--- config.mk ---
export PLATFORM = sky130hd
export DESIGN_NAME = ramped_sine_nco_core
export DESIGN_NICKNAME = d
export VERILOG_FILES = /design/src/sv/rsn_pkg.sv /design/src/sv/rsn_cfg_regs.sv /design/src/sv/rsn_ctrl.sv /design/src/sv/rsn_scale.sv /design/src/sv/ramped_sine_nco_core.sv
export VERILOG_INCLUDE_DIRS = /design/src /design/src/sv
export SDC_FILE = /design/constraint.sdc
export NUM_CORES = 2
export LEC_CHECK = 0
export BUFFER_PORTS_ARGS = -buffer_cell sky130_fd_sc_hd__buf_2
export CAP_MARGIN = 15
export CORE_AREA = 2 2 300 598
export DETAILED_ROUTE_END_ITERATION = 16
export DIE_AREA = 0 0 302 600
export HOLD_SLACK_MARGIN = 0.1
export SLEW_MARGIN = 20
export SYNTH_ARGS = -nofsm -noshare
export SYNTH_HDL_FRONTEND = slang
export SYNTH_SLANG_ARGS = --single-unit
--- constraint.sdc ---
create_clock -name clk -period 14.8 [get_ports clk]
set_input_delay 1.48 -clock clk [delete_from_list [all_inputs] [get_ports clk]]
set_output_delay 1.48 -clock clk [all_outputs]
set_load 0.02 [all_outputs]
--- src/sv/ramped_sine_nco_core_macros.svh ---
// Assertion macros for the ramped sine NCO core
`ifndef RAMPED_SINE_NCO_CORE_MACROS_SVH
`define RAMPED_SINE_NCO_CORE_MACROS_SVH
`ifndef NO_ASSERTIONS
`define RSN_ASSERT(label, prop) \
    label: assert property (@(posedge clk) disable iff (!rst_n) (prop)) \
        else $error("rsn assertion failed");
`define RSN_ASSERT_NEXT(label, ante, cons) \
    label: assert property (@(posedge clk) disable iff (!rst_n) (ante) |=> (cons)) \
        else $error("rsn assertion failed");
`else
`define RSN_ASSERT(label, prop)
`define RSN_ASSERT_NEXT(label, ante, cons)
`endif
`endif

--- src/sv/rsn_pkg.sv ---
// Package: constants, types and constant tables of the ramped sine NCO
package rsn_pkg;

    localparam int unsigned INTENSITY_MAX  = 100;
    localparam int unsigned PEAK_AMPLITUDE = 32767;
    localparam int unsigned SINE_DEPTH     = 256;
    localparam int unsigned INT_DEPTH      = 128;

    localparam int unsigned AMP_W   = 17;
    localparam int unsigned PHASE_W = 32;
    localparam int unsigned INT_W   = 7;
    localparam int unsigned SMP_W   = 16;
    localparam int unsigned ADDR_W  = 4;
    localparam int unsigned DATA_W  = 32;

    localparam logic [AMP_W-1:0]   AMP_ONE  = 17'h10000;
    localparam logic [AMP_W-1:0]   AMP_EPS  = 17'd33;
    localparam logic [31:0]        ENV_FULL = 32'd32767;
    localparam logic [PHASE_W-1:0] FSTEP_MIN = 32'd1;
    localparam logic [63:0]        PI_Q30   = 64'd3373259426;

    // register word indexes
    localparam logic [1:0] REG_RISE_STEP = 2'd0;
    localparam logic [1:0] REG_FALL_STEP = 2'd1;
    localparam logic [1:0] REG_INC_SLEW  = 2'd2;

    // ramp phase codes
    localparam logic [1:0] RAMP_IDLE = 2'd0;
    localparam logic [1:0] RAMP_UP   = 2'd1;
    localparam logic [1:0] RAMP_FALL = 2'd2;
    localparam logic [1:0] RAMP_SLEW = 2'd3;

    typedef struct packed {
        logic [AMP_W-1:0]   rise_step;
        logic [AMP_W-1:0]   fall_step;
        logic [PHASE_W-1:0] inc_slew;
    } cfg_t;

    typedef struct packed {
        logic signed [SMP_W-1:0] rom;
        logic [15:0]             env;
        logic                    output_active;
        logic                    running;
        logic [1:0]              ramp_phase;
    } s1_t;

    typedef logic [SINE_DEPTH-1:0][SMP_W-1:0] sine_rom_t;
    typedef logic [INT_DEPTH-1:0][AMP_W-1:0]  amp_tbl_t;

    // sin(k*pi/128) in Q30, Taylor series, k in 0..64
    function automatic logic [63:0] quarter_sin_q30(input logic [6:0] k);
        logic [63:0] x;
        logic [63:0] x2;
        logic [63:0] term;
        logic [63:0] sum;
        x    = ({57'd0, k} * PI_Q30 + 64'd64) >> 7;
        x2   = (x * x) >> 30;
        term = x;
        sum  = x;
        term = ((term * x2) >> 30) / 64'd6;
        sum  = sum - term;
        term = ((term * x2) >> 30) / 64'd20;
        sum  = sum + term;
        term = ((term * x2) >> 30) / 64'd42;
        sum  = sum - term;
        term = ((term * x2) >> 30) / 64'd72;
        sum  = sum + term;
        term = ((term * x2) >> 30) / 64'd110;
        sum  = sum - term;
        term = ((term * x2) >> 30) / 64'd156;
        sum  = sum + term;
        term = ((term * x2) >> 30) / 64'd210;
        sum  = sum - term;
        term = ((term * x2) >> 30) / 64'd272;
        sum  = sum + term;
        term = ((term * x2) >> 30) / 64'd342;
        sum  = sum - term;
        term = ((term * x2) >> 30) / 64'd420;
        sum  = sum + term;
        return sum;
    endfunction

    function automatic sine_rom_t build_sine();
        logic [64:0][SMP_W-1:0] quarter;
        logic [63:0]            prod;
        logic [SMP_W-1:0]       v;
        sine_rom_t              rom;
        for (int k = 0; k <= 64; k++) begin
            if (k == 0) begin
                quarter[k] = '0;
            end
            else if (k == 64) begin
                quarter[k] = SMP_W'(PEAK_AMPLITUDE);
            end
            else begin
                prod       = quarter_sin_q30(7'(k)) * 64'(PEAK_AMPLITUDE);
                quarter[k] = SMP_W'(prod >> 30);
            end
        end
        for (int k = 0; k < int'(SINE_DEPTH); k++) begin
            v      = ((k % 128) <= 64) ? quarter[k % 128] : quarter[128 - (k % 128)];
            rom[k] = (k >= 128) ? SMP_W'(-v) : v;
        end
        return rom;
    endfunction

    // target amplitude in Q1.16 per intensity code, saturated at the maximum
    function automatic amp_tbl_t build_amp_tbl();
        amp_tbl_t    tbl;
        logic [31:0] c;
        for (int i = 0; i < int'(INT_DEPTH); i++) begin
            c      = (i > int'(INTENSITY_MAX)) ? INTENSITY_MAX : 32'(i);
            tbl[i] = AMP_W'((c * 32'd65536 + INTENSITY_MAX / 2) / INTENSITY_MAX);
        end
        return tbl;
    endfunction

    localparam sine_rom_t SINE_ROM = build_sine();
    localparam amp_tbl_t  AMP_TBL  = build_amp_tbl();

endpackage

--- src/sv/rsn_cfg_regs.sv ---
// APB configuration registers of the ramped sine NCO
module rsn_cfg_regs (
    input  logic                          clk,
    input  logic                          rst_n,
    input  logic                          psel,
    input  logic                          penable,
    input  logic                          pwrite,
    input  logic [rsn_pkg::ADDR_W-1:0]    paddr,
    input  logic [rsn_pkg::DATA_W-1:0]    pwdata,
    output logic [rsn_pkg::DATA_W-1:0]    prdata,
    output logic                          pready,
    output rsn_pkg::cfg_t                 cfg
);

    rsn_pkg::cfg_t cfg_reg;
    rsn_pkg::cfg_t cfg_next;
    logic          wr_en;

    assign pready = 1'b1;
    assign wr_en  = psel && penable && pwrite;
    assign cfg    = cfg_reg;

    always_comb
    begin
        cfg_next = cfg_reg;
        if (wr_en)
        begin
            unique case (paddr[3:2])
                rsn_pkg::REG_RISE_STEP: cfg_next.rise_step = pwdata[16:0];
                rsn_pkg::REG_FALL_STEP: cfg_next.fall_step = pwdata[16:0];
                rsn_pkg::REG_INC_SLEW:  cfg_next.inc_slew  = pwdata;
                default:                cfg_next = cfg_reg;
            endcase
        end
    end

    always_comb
    begin
        unique case (paddr[3:2])
            rsn_pkg::REG_RISE_STEP: prdata = {15'd0, cfg_reg.rise_step};
            rsn_pkg::REG_FALL_STEP: prdata = {15'd0, cfg_reg.fall_step};
            rsn_pkg::REG_INC_SLEW:  prdata = cfg_reg.inc_slew;
            default:                prdata = '0;
        endcase
    end

    always_ff @(posedge clk or negedge rst_n)
    begin
        if (!rst_n)
        begin
            cfg_reg.rise_step <= rsn_pkg::AMP_ONE;
            cfg_reg.fall_step <= rsn_pkg::AMP_ONE;
            cfg_reg.inc_slew  <= '1;
        end
        else
        begin
            cfg_reg <= cfg_next;
        end
    end

endmodule

--- src/sv/rsn_ctrl.sv ---
// Envelope/frequency ramp control, phase accumulator and sine lookup stage
`include "ramped_sine_nco_core_macros.svh"
module rsn_ctrl (
    input  logic                           clk,
    input  logic                           rst_n,
    input  rsn_pkg::cfg_t                  cfg,
    input  logic                           accept,
    input  logic                           advance,
    input  logic                           action,
    input  logic                           run_request,
    input  logic [rsn_pkg::PHASE_W-1:0]    goal_inc,
    input  logic [rsn_pkg::INT_W-1:0]      goal_level,
    output logic                           s1_valid,
    output rsn_pkg::s1_t                   s1
);

    logic [rsn_pkg::PHASE_W-1:0] phase_reg, phase_next;
    logic [rsn_pkg::PHASE_W-1:0] inc_reg, inc_next;
    logic [rsn_pkg::AMP_W-1:0]   amp_reg, amp_next;
    logic                        son_reg, son_next;
    logic                        em_reg, em_next;
    logic [1:0]                  code_reg, code_next;
    logic                        s1_valid_reg;
    rsn_pkg::s1_t                s1_reg, s1_next;

    logic [rsn_pkg::AMP_W-1:0]   tgt_amp, up_step, dn_step, amp1, amp_cl;
    logic [rsn_pkg::AMP_W:0]     amp_sum;
    logic [rsn_pkg::PHASE_W-1:0] inc0, inc1, fstep, inc_d, inc_s;
    logic [32:0]                 env_w;
    logic                        up, down, fneed, emit, son1;

    assign s1_valid = s1_valid_reg;
    assign s1       = s1_reg;

    always_comb
    begin
        tgt_amp = run_request ? rsn_pkg::AMP_TBL[goal_level] : '0;
        up_step = (cfg.rise_step == '0) ? rsn_pkg::AMP_ONE : cfg.rise_step;
        dn_step = (cfg.fall_step == '0) ? rsn_pkg::AMP_ONE : cfg.fall_step;
        fstep   = (cfg.inc_slew == '0) ? rsn_pkg::FSTEP_MIN : cfg.inc_slew;

        inc0 = (!run_request && amp_reg <= rsn_pkg::AMP_EPS && !son_reg)
               ? goal_inc : inc_reg;

        up    = {1'b0, tgt_amp} > ({1'b0, amp_reg} + {1'b0, rsn_pkg::AMP_EPS});
        down  = {1'b0, amp_reg} > ({1'b0, tgt_amp} + {1'b0, rsn_pkg::AMP_EPS});
        fneed = (goal_inc != inc0) && (run_request || son_reg);

        amp_sum = {1'b0, amp_reg} + {1'b0, up_step};
        if (amp_reg < tgt_amp)
            amp1 = (amp_sum > {1'b0, tgt_amp}) ? tgt_amp : amp_sum[rsn_pkg::AMP_W-1:0];
        else if (amp_reg > tgt_amp)
            amp1 = ((amp_reg - tgt_amp) > dn_step) ? (amp_reg - dn_step) : tgt_amp;
        else
            amp1 = amp_reg;

        inc_d = (inc0 < goal_inc) ? (goal_inc - inc0)
                                  : (inc0 - goal_inc);
        inc_s = (inc_d > fstep) ? fstep : inc_d;
        inc1  = (inc0 < goal_inc) ? (inc0 + inc_s) : (inc0 - inc_s);

        emit = (amp1 > rsn_pkg::AMP_EPS) && (inc1 != '0);
        son1 = son_reg || (run_request && tgt_amp > rsn_pkg::AMP_EPS
                           && goal_inc != '0) || emit;

        amp_cl = (amp_reg > rsn_pkg::AMP_ONE) ? rsn_pkg::AMP_ONE : amp_reg;
        env_w  = ({1'b0, amp_cl, 15'd0} - {16'd0, amp_cl}) + 33'd32768;

        phase_next = phase_reg;
        inc_next   = inc_reg;
        amp_next   = amp_reg;
        son_next   = son_reg;
        em_next    = em_reg;
        code_next  = code_reg;
        s1_next.rom = '0;

        if (action)
        begin
            amp_next  = amp1;
            inc_next  = inc1;
            son_next  = son1;
            code_next = down ? rsn_pkg::RAMP_FALL : up ? rsn_pkg::RAMP_UP :
                        fneed ? rsn_pkg::RAMP_SLEW : rsn_pkg::RAMP_IDLE;
            if (!son1)
                em_next = 1'b0;
            else if (!emit)
            begin
                if (!run_request && amp1 <= rsn_pkg::AMP_EPS)
                begin
                    son_next  = 1'b0;
                    amp_next  = '0;
                    code_next = rsn_pkg::RAMP_IDLE;
                end
                em_next = 1'b0;
            end
            else
                em_next = 1'b1;
        end
        else if (son_reg && em_reg)
        begin
            phase_next  = phase_reg + inc_reg;
            s1_next.rom = $signed(rsn_pkg::SINE_ROM[phase_next[31:24]]);
        end

        s1_next.env           = env_w[31:16];
        s1_next.output_active = son_next;
        s1_next.running       = em_next;
        s1_next.ramp_phase    = code_next;
    end

    always_ff @(posedge clk or negedge rst_n)
    begin
        if (!rst_n)
        begin
            phase_reg    <= '0;
            inc_reg      <= '0;
            amp_reg      <= '0;
            son_reg      <= 1'b0;
            em_reg       <= 1'b0;
            code_reg     <= rsn_pkg::RAMP_IDLE;
            s1_valid_reg <= 1'b0;
        end
        else
        begin
            if (accept)
            begin
                phase_reg <= phase_next;
                inc_reg   <= inc_next;
                amp_reg   <= amp_next;
                son_reg   <= son_next;
                em_reg    <= em_next;
                code_reg  <= code_next;
            end
            if (advance)
                s1_valid_reg <= accept;
        end
    end

    always_ff @(posedge clk)
    begin
        if (advance)
            s1_reg <= s1_next;
    end

    `RSN_ASSERT(a_amp_range, amp_reg <= rsn_pkg::AMP_ONE)
    `RSN_ASSERT(a_emit_needs_stream, !em_reg || son_reg)
    `RSN_ASSERT_NEXT(a_phase_hold, !(accept && !action && son_reg && em_reg), $stable(phase_reg))

endmodule

--- src/sv/rsn_scale.sv ---
// Envelope multiply and divide-by-32767 stages with the result register
`include "ramped_sine_nco_core_macros.svh"
module rsn_scale (
    input  logic                                clk,
    input  logic                                rst_n,
    input  logic                                advance,
    input  logic                                s1_valid,
    input  rsn_pkg::s1_t                        s1,
    output logic                                result_valid,
    output logic signed [rsn_pkg::SMP_W-1:0]    sample,
    output logic                                output_active,
    output logic                                running,
    output logic [1:0]                          ramp_phase
);

    logic                            s2_valid_reg;
    logic signed [31:0]              s2_prod_reg;
    logic                            s2_act_reg, s2_run_reg;
    logic [1:0]                      s2_code_reg;
    logic                            out_valid_reg;
    logic signed [rsn_pkg::SMP_W-1:0] out_smp_reg;
    logic                            out_act_reg, out_run_reg;
    logic [1:0]                      out_code_reg;

    logic [29:0]                     mag;
    logic [30:0]                     msum;
    logic [15:0]                     q0, q;
    logic [31:0]                     rem;
    logic signed [rsn_pkg::SMP_W-1:0] smp_next;

    assign result_valid  = out_valid_reg;
    assign sample        = out_smp_reg;
    assign output_active = out_act_reg;
    assign running       = out_run_reg;
    assign ramp_phase    = out_code_reg;

    // truncating divide of |prod| by 2^15-1: estimate, then one correction
    always_comb
    begin
        mag      = s2_prod_reg[31] ? 30'(-s2_prod_reg) : s2_prod_reg[29:0];
        msum     = {1'b0, mag} + {16'd0, mag[29:15]};
        q0       = msum[30:15];
        rem      = ({2'd0, mag} + {16'd0, q0}) - {1'b0, q0, 15'd0};
        q        = (rem >= rsn_pkg::ENV_FULL) ? (q0 + 16'd1) : q0;
        smp_next = s2_prod_reg[31] ? $signed(-q) : $signed(q);
    end

    always_ff @(posedge clk or negedge rst_n)
    begin
        if (!rst_n)
        begin
            s2_valid_reg  <= 1'b0;
            out_valid_reg <= 1'b0;
        end
        else if (advance)
        begin
            s2_valid_reg  <= s1_valid;
            out_valid_reg <= s2_valid_reg;
        end
    end

    always_ff @(posedge clk)
    begin
        if (advance)
        begin
            s2_prod_reg  <= s1.rom * $signed({1'b0, s1.env});
            s2_act_reg   <= s1.output_active;
            s2_run_reg   <= s1.running;
            s2_code_reg  <= s1.ramp_phase;
            out_smp_reg  <= smp_next;
            out_act_reg  <= s2_act_reg;
            out_run_reg  <= s2_run_reg;
            out_code_reg <= s2_code_reg;
        end
    end

    `RSN_ASSERT(a_rem_range, !s2_valid_reg || (rem < (rsn_pkg::ENV_FULL + rsn_pkg::ENV_FULL)))
    `RSN_ASSERT_NEXT(a_zero_prod, advance && s1_valid && s1.rom == 16'sd0, s2_prod_reg == 32'sd0)
    `RSN_ASSERT(a_no_min_sample, !out_valid_reg || out_smp_reg != 16'sh8000)

endmodule

--- src/sv/ramped_sine_nco_core.sv ---
// Ramped sine NCO core: top level
// One transaction is accepted per clock cycle while the result is not stalled; each
// yields one result through the ramp/phase/sine-ROM stage, the envelope multiply
// stage and the divide by 32767 stage. Ramp ticks move amplitude and phase increment
// toward their targets by the programmed steps; running sample ticks advance the
// 32-bit phase and scale the ROM value. The whole pipeline holds while the result is
// stalled. Registers (APB, byte address): 0x0 rise_step, 0x4 fall_step, 0x8 inc_slew.
module ramped_sine_nco_core (
    input  logic                                clk,
    input  logic                                rst_n,
    input  logic                                psel,
    input  logic                                penable,
    input  logic                                pwrite,
    input  logic [rsn_pkg::ADDR_W-1:0]          paddr,
    input  logic [rsn_pkg::DATA_W-1:0]          pwdata,
    output logic [rsn_pkg::DATA_W-1:0]          prdata,
    output logic                                pready,
    input  logic                                item_valid,
    output logic                                item_stall,
    input  logic                                action,
    input  logic                                run_request,
    input  logic [rsn_pkg::PHASE_W-1:0]         goal_inc,
    input  logic [rsn_pkg::INT_W-1:0]           goal_level,
    output logic                                result_valid,
    input  logic                                result_stall,
    output logic signed [rsn_pkg::SMP_W-1:0]    sample,
    output logic                                output_active,
    output logic                                running,
    output logic [1:0]                          ramp_phase
);

    rsn_pkg::cfg_t cfg;
    rsn_pkg::s1_t  s1;
    logic          s1_valid;
    logic          advance;
    logic          accept;

    assign advance    = !result_valid || !result_stall;
    assign item_stall = !advance;
    assign accept     = item_valid && advance;

    rsn_cfg_regs u_cfg (
        .clk     (clk),
        .rst_n   (rst_n),
        .psel    (psel),
        .penable (penable),
        .pwrite  (pwrite),
        .paddr   (paddr),
        .pwdata  (pwdata),
        .prdata  (prdata),
        .pready  (pready),
        .cfg     (cfg)
    );

    rsn_ctrl u_ctrl (
        .clk         (clk),
        .rst_n       (rst_n),
        .cfg         (cfg),
        .accept      (accept),
        .advance     (advance),
        .action      (action),
        .run_request (run_request),
        .goal_inc    (goal_inc),
        .goal_level  (goal_level),
        .s1_valid    (s1_valid),
        .s1          (s1)
    );

    rsn_scale u_scale (
        .clk           (clk),
        .rst_n         (rst_n),
        .advance       (advance),
        .s1_valid      (s1_valid),
        .s1            (s1),
        .result_valid  (result_valid),
        .sample        (sample),
        .output_active (output_active),
        .running       (running),
        .ramp_phase    (ramp_phase)
    );

endmodule
==> results.py <==
metrics = {
    "finish": {
        "nNetsFinal": 6368,
        "nFillCells": 19100,
        "drive_above_1_share_pct": 9.71,
        "largest_reg_flops": 66,
        "final_area_um2": 48400,
        "syn_to_final_growth_pct": 10.4,
    },
    "critical_path": {
        "arrival_ns": 14.15,
        "cpMaxStageDelayCell": "or4b_2",
        "critPathRequiredTime_ns": 15.19,
        "worstSetupStartpointType": "primary input",
        "cp_max_fo": 33,
        "endpoint_kind": "flip-flop",
        "crit_type": "primary input to flip-flop",
        "cpPeakStageDelay_ns": 0.67,
    },
    "drt": {
        "ant_nets": 0,
        "wl_mm": 181,
        "routedWlPerCell_um": 22.9,
        "vias_per_cell": 5.44,
        "vias": 43000,
        "dr.pass1.iters": 6,
        "remaining_drc_errors": 0,
        "drtIter0Drc": 3395,
    },
    "synth": {
        "async_reset_ff_share_pct": 62.9,
        "synth_mux_area_share_pct": 4.89,
        "synth_adder_area_share_pct": 23.9,
        "netlist.area_leader.share_pct": 14.6,
        "syn_inst": 5571,
        "ys_types": 115,
        "yosys.area_share.simple_pct": 19.3,
        "synth_top_family_by_area": "adder cells",
        "ys_top_cells_by_area": "ha_1 (15%), fa_1 (9.3%), dfrtp_1 (6.9%)",
        "synth.net_count": 6371,
        "synth_top_area_cell": "ha_1",
        "synth-compound-area-share_pct": 23.0,
        "avgSynthCellArea_um2": 7.87,
        "yosysWarnings": 0,
        "ys_ff_latch": 245,
        "synth-main-ff-cell": "dfrtp_1",
        "synthXorXnorAreaFrac_pct": 6.29,
        "syn_area_um2": 43800,
        "synth_edf_count": 91,
        "ys_seq_area_share_pct": 15.1,
    },
    "timing": {
        "rsz0062_at_grt": "no",
        "tightest_slew_ns": 1.14,
        "maxSlewViolCount": 0,
        "min_period_over_period_pct": 92.9,
        "fin_tns_setup_ns": 0,
        "relSlewSlack_pct": 22.9,
        "fmax_mhz": 72.7,
        "finalHoldViolations": 0,
        "min_period_ns": 13.76,
        "worst_clock_skew_ns": 0.0386,
        "finalSetupViolCount": 0,
    },
    "clocking": {
        "clkTransAtPathRegs_ns": 0.06,
        "htree_levels": 1,
        "cts_setup_buffers": 0,
        "cts.sinks": 245,
        "cts_hold_buf": 0,
        "cts-root-buf": "clkbuf_16",
        "clock_path_buffers": 3,
        "clock_latency_ns": 0.64,
        "cts_resized": 0,
        "cts_tree": "yes",
        "numCtsBuffers": 29,
    },
    "grt": {
        "track_usage_pct": 19.5,
        "grt_pass1_wl_mm": 271,
        "grt_max_degree": 91,
        "grt_pass1_vias": 44500,
        "antenna_found_initial": 2,
        "grt_overflow": 0,
    },
    "status": {
        "outcome": "completed",
    },
    "floorplanning": {
        "num_rows": 218,
        "fp.coreArea_um2": 176000,
        "die_w_um": 302,
        "fp.dieArea_um2": 181000,
        "pin_count": 139,
        "start_util_pct": 24.8,
        "die_y_um": 600,
    },
    "worst_hold_path": {
        "hp-class": "flip-flop to flip-flop",
    },
    "placement": {
        "dpl_cell_area_um2": 47400,
        "hpwlAfterDp_mm": 145,
        "port_buffers": 135,
        "gp_congestion": 1.01,
    },
    "run": {
        "maxCapViolCount": 0,
    },
}
path summary, 6_finish.rpt:
path                                               startpoint                               end  slack (ns)  depth (start not counted)
worst min-delay path                   u_ctrl.s1[2]$_DFFE_PN_      u_scale.s2_run_reg$_DFFE_PN_        0.42                          0
worst max-delay path                              run_request            u_ctrl.s1[2]$_DFFE_PN_        1.04                         46
worst min register to register         u_ctrl.s1[2]$_DFFE_PN_      u_scale.s2_run_reg$_DFFE_PN_        0.42                          0
worst max register to register  u_ctrl.amp_reg[1]$_DFFE_PN0P_            u_ctrl.s1[2]$_DFFE_PN_        1.33                         46
max in group asynchronous                               rst_n  u_ctrl.phase_reg[22]$_DFFE_PN0P_       12.40                          2
min in group asynchronous                               rst_n         u_cfg.cfg[63]$_DFFE_PN0P_        0.92                          1
cells in the mapped netlist, drive strengths merged, types with 15 or more instances:
cell	count
nand3b	15
o22ai	21
o211ai	54
a31oi	52
buf	60
edfxtp	91
nor4	61
dfrtp	120
clkbuf	250
nor3	106
a2111oi	19
xnor2	208
a21o	88
inv	532
a21boi	20
ha	513
a211oi	76
nand3	121
a21oi	363
o2111ai	16
nor2b	50
o311ai	24
dfstp	34
and2	136
mux2	75
a211o	19
a311oi	18
o221ai	18
and3	40
o41ai	16
nor2	325
xor2	105
or2	22
or3	36
o21ai	401
o21a	79
fa	203
mux2i	105
nand2	601
a221oi	20
nand4	67
o21bai	36
a22oi	15
nand2b	82
o31ai	47
stage by stage:
stage          cells  utilization (%)  hold WS, ns  setup WS (ns)
2_1_floorplan   5571                -        0.400           1.24
3_3_place_gp    7847             26.8        0.409          0.814
3_5_place_dp    7847             26.8        0.407          0.730
4_1_cts         7901             27.4        0.425           1.31
5_1_grt         7902             27.4        0.426          0.431
6_report        7906             27.4        0.423           1.04
logic make-up (layout without fill, tap and decap cells):
family / Yosys count / count (layout)
mux: 191 / 191
buf+inv: 846 / 866
simple gates: 1722 / 1722
other cells: 1 / 6
xor+xnor: 313 / 313
fa+ha+maj: 717 / 717
compound gates: 1536 / 1536
flops: 245 / 245
per-layer routing:
layer	vias to the layer above	global-route usage (%)	share of wire, %
met3	688	2.41	4.3
met5	-	0	0.0072
li1	19800	-	-
met1	21000	17.7	32
met2	1554	37.7	53
met4	2	16.9	10
placed cells by master (no fill, tap or decap), types with 45 or more instances in the layout:
cell type / synthesis / final
nand2_1: 601 / 600
o211ai_1: 54 / 54
and2_1: 134 / 134
dfrtp_1: 120 / 120
xnor2_1: 206 / 202
o21a_1: 79 / 79
nand2b_1: 82 / 82
a31oi_1: 52 / 51
xor2_1: 105 / 104
o21ai_0: 382 / 381
edfxtp_1: 91 / 91
nor3_1: 105 / 102
buf_2: 22 / 134
mux2_2: 75 / 75
inv_1: 528 / 528
a21oi_1: 363 / 362
o31ai_1: 46 / 45
nor2_1: 325 / 324
buf_4: 4 / 139
a211oi_1: 76 / 74
nor4_1: 56 / 56
nand3_1: 121 / 119
a21o_1: 88 / 88
fa_1: 203 / 203
mux2i_1: 105 / 105
ha_1: 513 / 513
nand4_1: 66 / 66
nor2b_1: 49 / 48
final cells by class:
type	count	area [µm²]	share of cell area, %
diodes	5	12.5	0.0259
clock buffers	40	861	1.78
clock inverters	14	134	0.277
inverters	536	2010	4.16
multi-input cells	4480	34100	70.4
flip-flops and latches	245	6630	13.7
well taps	2310	2890	5.97
repair buffers	276	1770	3.65
critical path: cells and delay by family:
| family | cells | cell delay [ns] |
|---|---|---|
| fa+ha+maj | 3 | 1.11 |
| xor+xnor | 2 | 0.59 |
| buf+inv | 6 | 1.49 |
| simple gates | 10 | 2.65 |
| mux | 2 | 0.48 |
| compound gates | 23 | 6.28 |
Power is not shown: default switching activity piles up to over one toggle a cycle in this logic, so the estimate is an artifact.
